File: config.mk
export PLATFORM = sky130hd
export DESIGN_NAME = hkvt_slot
export DESIGN_NICKNAME = d
export VERILOG_FILES = /design/src/hdl/hkvt_pkg.sv /design/src/hdl/hkvt_slot.sv
export SDC_FILE = /design/constraint.sdc
export NUM_CORES = 1
export LEC_CHECK = 0
export BUFFER_PORTS_ARGS = -buffer_cell sky130_fd_sc_hd__buf_2
export CORE_ASPECT_RATIO = 2
export CORE_MARGIN = 8
export CORE_UTILIZATION = 25
export DETAILED_ROUTE_END_ITERATION = 10
export GPL_ROUTABILITY_DRIVEN = 0
export HOLD_SLACK_MARGIN = 0.06
export SLEW_MARGIN = 30
export SYNTH_ARGS = -nofsm -noshare
export SYNTH_HDL_FRONTEND = slang
export SYNTH_SLANG_ARGS = --single-unit
export TNS_END_PERCENT = 1
File: constraint.sdc
create_clock -name clk -period 18.9 [get_ports clk]
set_clock_uncertainty 0.15 [all_clocks]
set_input_delay 4.725 -clock clk [delete_from_list [all_inputs] [get_ports clk]]
set_output_delay 4.725 -clock clk [all_outputs]
set_load 0.02 [all_outputs]
File: src/hdl/hkvt_pkg.sv
`timescale 1ns / 1ps
`default_nettype none
// ----------------------------------------------------------------------------
// Hashed key-value table package
// Operation codes, hash constants, status types and the string helpers that
// the slot unit, the store and the top level use.
// ----------------------------------------------------------------------------
package hkvt_pkg;

  localparam logic [1:0] OP_SET = 2'd0;
  localparam logic [1:0] OP_GET = 2'd1;
  localparam logic [1:0] OP_DEL = 2'd2;

  localparam logic [31:0] HASH_SEED    = 32'd5381;
  localparam int          HASH_SHIFT   = 5;
  localparam int          SLOT_FIELD_W = 10;

  typedef struct packed {
    logic clearing;
    logic done;
  } store_status_t;

  // Keeps the bytes before the first zero byte, at most limit of them.
  function automatic logic [63:0] normalize(input logic [63:0] raw, input int limit);
    logic [63:0] result;
    logic        stop;
    result = '0;
    stop   = 1'b0;
    for (int i = 0; i < 8; i++) begin
      if (i >= limit || raw[8*i +: 8] == 8'd0) begin
        stop = 1'b1;
      end
      if (!stop) begin
        result[8*i +: 8] = raw[8*i +: 8];
      end
    end
    return result;
  endfunction

  // djb2 over the bytes before the first zero byte, modulo 2^32.
  function automatic logic [31:0] djb2(input logic [63:0] key);
    logic [31:0] h;
    logic        stop;
    h    = HASH_SEED;
    stop = 1'b0;
    for (int i = 0; i < 8; i++) begin
      if (key[8*i +: 8] == 8'd0) begin
        stop = 1'b1;
      end
      if (!stop) begin
        h = (h << HASH_SHIFT) + h + {24'd0, key[8*i +: 8]};
      end
    end
    return h;
  endfunction

endpackage
`default_nettype wire

File: src/hdl/hkvt_slot.sv
`timescale 1ns / 1ps
`default_nettype none
// ----------------------------------------------------------------------------
// Hashed key-value table slot unit
// Hashes a normalized key and reduces the hash modulo the table size. A
// power-of-two table takes the low bits; any other size uses a reciprocal
// multiply, a back multiply and one corrective subtract over three stages.
// ----------------------------------------------------------------------------
module hkvt_slot
  import hkvt_pkg::*;
#(
  parameter int TABLE_SLOTS = 1024,
  parameter int SLOT_W      = 10
) (
  input  wire logic              clk,
  input  wire logic              rst,
  input  wire logic              go,
  input  wire logic [63:0]       key,
  output logic                   slot_done,
  output logic [SLOT_W-1:0]      slot
);

  localparam bit IS_POW2 = (TABLE_SLOTS & (TABLE_SLOTS - 1)) == 0;

  logic [31:0] hash;
  logic        hash_v;

  always_ff @(posedge clk) begin
    if (rst) begin
      hash_v <= 1'b0;
    end else begin
      hash_v <= go;
    end
  end

  always_ff @(posedge clk) begin
    if (go) begin
      hash <= djb2(key);
    end
  end

  generate
    if (IS_POW2) begin : g_pow2
      assign slot_done = hash_v;
      assign slot      = hash[SLOT_W-1:0];
    end else begin : g_recip
      // The truncated reciprocal leaves the quotient at most one low, so the
      // remainder lies below twice the divisor.
      localparam logic [31:0] RECIP   = 32'((64'd1 << 32) / TABLE_SLOTS);
      localparam logic [31:0] DIVISOR = 32'(TABLE_SLOTS);

      logic        quot_v;
      logic        back_v;
      logic [31:0] quot_est;
      logic [31:0] hash_q;
      logic [31:0] back_prod;
      logic [31:0] hash_b;
      logic [63:0] recip_prod;
      logic [31:0] rem;
      logic [31:0] rem_fixed;

      assign recip_prod = {32'd0, hash} * {32'd0, RECIP};

      always_ff @(posedge clk) begin
        if (rst) begin
          quot_v <= 1'b0;
          back_v <= 1'b0;
        end else begin
          quot_v <= hash_v;
          back_v <= quot_v;
        end
      end

      always_ff @(posedge clk) begin
        quot_est  <= recip_prod[63:32];
        hash_q    <= hash;
        back_prod <= quot_est * DIVISOR;
        hash_b    <= hash_q;
      end

      assign rem       = hash_b - back_prod;
      assign rem_fixed = (rem >= DIVISOR) ? rem - DIVISOR : rem;
      assign slot_done = back_v;
      assign slot      = rem_fixed[SLOT_W-1:0];
    end
  endgenerate

endmodule
`default_nettype wire

==> run summary <==
status -> finished, final reports clean
wl on met1 -> 5.20 mm
fill count -> 2209
worst path arrival time -> 17710 ps
Row Count -> 74
Post-DP HPWL -> 15.2 mm
WHS Endpoint -> slot_done$_SDFF_PP0_
Area after DPL -> 5860 um2
core area -> 20500 um2
final hold violations -> 0
Most Frequent Cell on Critical Path -> ha_1
sequential-to-total area share from yosys stat -> 6.16%
Crit path required time -> 18730 ps
TritonCTS clock tree -> built
delay of the slowest critical-path stage -> 490 ps
Async S/R FF share, synth -> 0%
first-pass GRT wire length -> 26.8 mm
share of cells above drive strength 1 -> 15.7%
Crit-path slowest cell -> fa_1
critical path type -> primary input to register
Clk pin slew, worst setup/hold paths -> 50 ps
Hold/Removal Path Class -> primary input to register
CP Launch Type -> primary input
hold path start -> rst
Worst Setup Slack, final -> 1020 ps
Mapped Area -> 5200 um2
Residual DRC -> 0
Bufs on Longest Clock Path -> 2
Initial DRC Count -> 258
diode count -> 0
DR pass1 iterations -> 4
fmax -> 55.9 MHz
I/O pin count -> 78
count of cell types in the netlist -> 64
Syn Area/Cell -> 7.98 um2
Synth Net Count -> 846
Final Cycle Share -> 94.6%
Setup Viol. Count Final -> 0
gr usage total -> 13.0%
dpl cells -> 983
antenna-violating nets left -> 0
WP buf/inv -> 8
largest net degree at the start of global routing -> 22
crit path capture type -> register
total die area -> 25900 um2
cell at the root of the clock tree -> clkbuf_16
Final Max Slew Viols -> 0
Post-Syn Instances -> 651
Post-Route WL -> 17.0 mm
#FFs+latches synth -> 11
via-per-instance ratio -> 5.03
Via Count -> 4965
Hold Path Stages -> 2
NumNets Final -> 917
Worst-Margin Slew -> 781 ps
Post-synth top flop -> edfxtp_1
Rel. slew slack -> 46.5%
Max Used Layer -> met4
min Tclk post-route -> 17880 ps
vias in the first global route -> 5464
most frequent cells in the layout -> ha_1, inv_1, buf_2
DP Worst Slack -> 662 ps
area grow syn2layout -> 14.4%
antenna violations before repair -> 0
most common cell after layout, fill and taps aside -> ha_1
number of synthesis warnings -> 0
Yosys top cell area share -> 24.1%
PortBufs -> 77
Max Cap Viol -> 0
Worst path top cell family by delay -> adder cells
H-tree levels -> 1
Fin Setup TNS -> 0 ps
Die Y -> 220 um
grt ovf -> 0
fin cells -> 987
starting density of the core -> 25.4%
RSZ-0062 raised after global routing -> false
Die X -> 118 um
met2 wire len -> 9.86 mm
worst-path maximum fanout -> 6
Design Area, Final -> 5940 um2
TritonCTS Buffers -> 3
Synth area leader -> ha_1
metal3 WL -> 626 um
CTS sink count -> 11
Crit path depth -> 59
WL per Instance -> 17.3 um
Post-synth EDFFs -> 10
largest cells by area after synthesis -> ha_1, fa_1, xnor2_1
[worst max path at each step]
stage,startpoint,to,slack [ps]
after CTS,key[7],hash[9]$_DFFE_PP_,890
final,key[0],hash[9]$_DFFE_PP_,1020
after global placement,key[6],hash[9]$_DFFE_PP_,810
after floorplan,key[0],hash[9]$_DFFE_PP_,2570
after detailed placement,key[7],hash[9]$_DFFE_PP_,660
after global routing,key[6],hash[9]$_DFFE_PP_,70
[stage by stage]
| step | hold WS, ps | utilization (%) |
|---|---|---|
| after floorplan | 4650 | - |
| after global placement | 4730 | 28.6 |
| after detailed placement | 4740 | 28.6 |
| after CTS | 4490 | 29.0 |
| after global routing | 4490 | 29.0 |
| final | 4490 | 29.0 |
[cells by family (layout without fill, tap and decap cells)]
kind of cell	Yosys count	after routing	share of synthesized area [%]
xor+xnor	56	56	9.97
fa+ha+maj	128	128	34.9
flops	11	11	6.16
buf+inv	98	168	7.42
compound gates	140	140	17.3
mux	27	27	5.83
simple gates	191	191	18.4
[cell type report]
| cell class | instances | area (um2) | area share [%] |
|---|---|---|---|
| Clock buffer | 4 | 78.8 | 1.33 |
| Inverter | 86 | 323 | 5.43 |
| Multi-Input combinational cell | 542 | 4500 | 75.6 |
| Sequential cell | 11 | 320 | 5.39 |
| Tap cell | 266 | 333 | 5.60 |
| Timing Repair Buffer | 78 | 393 | 6.61 |
[registers in the layout, indices dropped and copies added (netlist names)]
name,count
hash,10
slot_done,1
[Yosys cell counts, drive strengths merged (11+ instances only)]
library cell	number
nand3	11
fa	28
nor2	58
ha	100
nand2	50
mux2	13
nor3	17
xor2	16
inv	86
mux2i	14
o21ai	35
a21oi	40
o21a	13
nor4	15
xnor2	38
[routing by layer]
layer	vias up	track usage [%]
met5	-	0
met4	0	10.0
met2	144	27.7
met1	2346	10.1
met3	60	1.61
li1	2415	-
[what timing repair did]
item	4_1_cts	5_1_grt
buffers inserted	0	0
hold buffers	0	0
endpoints found under the setup margin	0	1
gates resized for setup	0	1
Power is left out: the tool's default activity adds up to more than one toggle a clock period on the data nets, which glitch-free logic cannot reach.
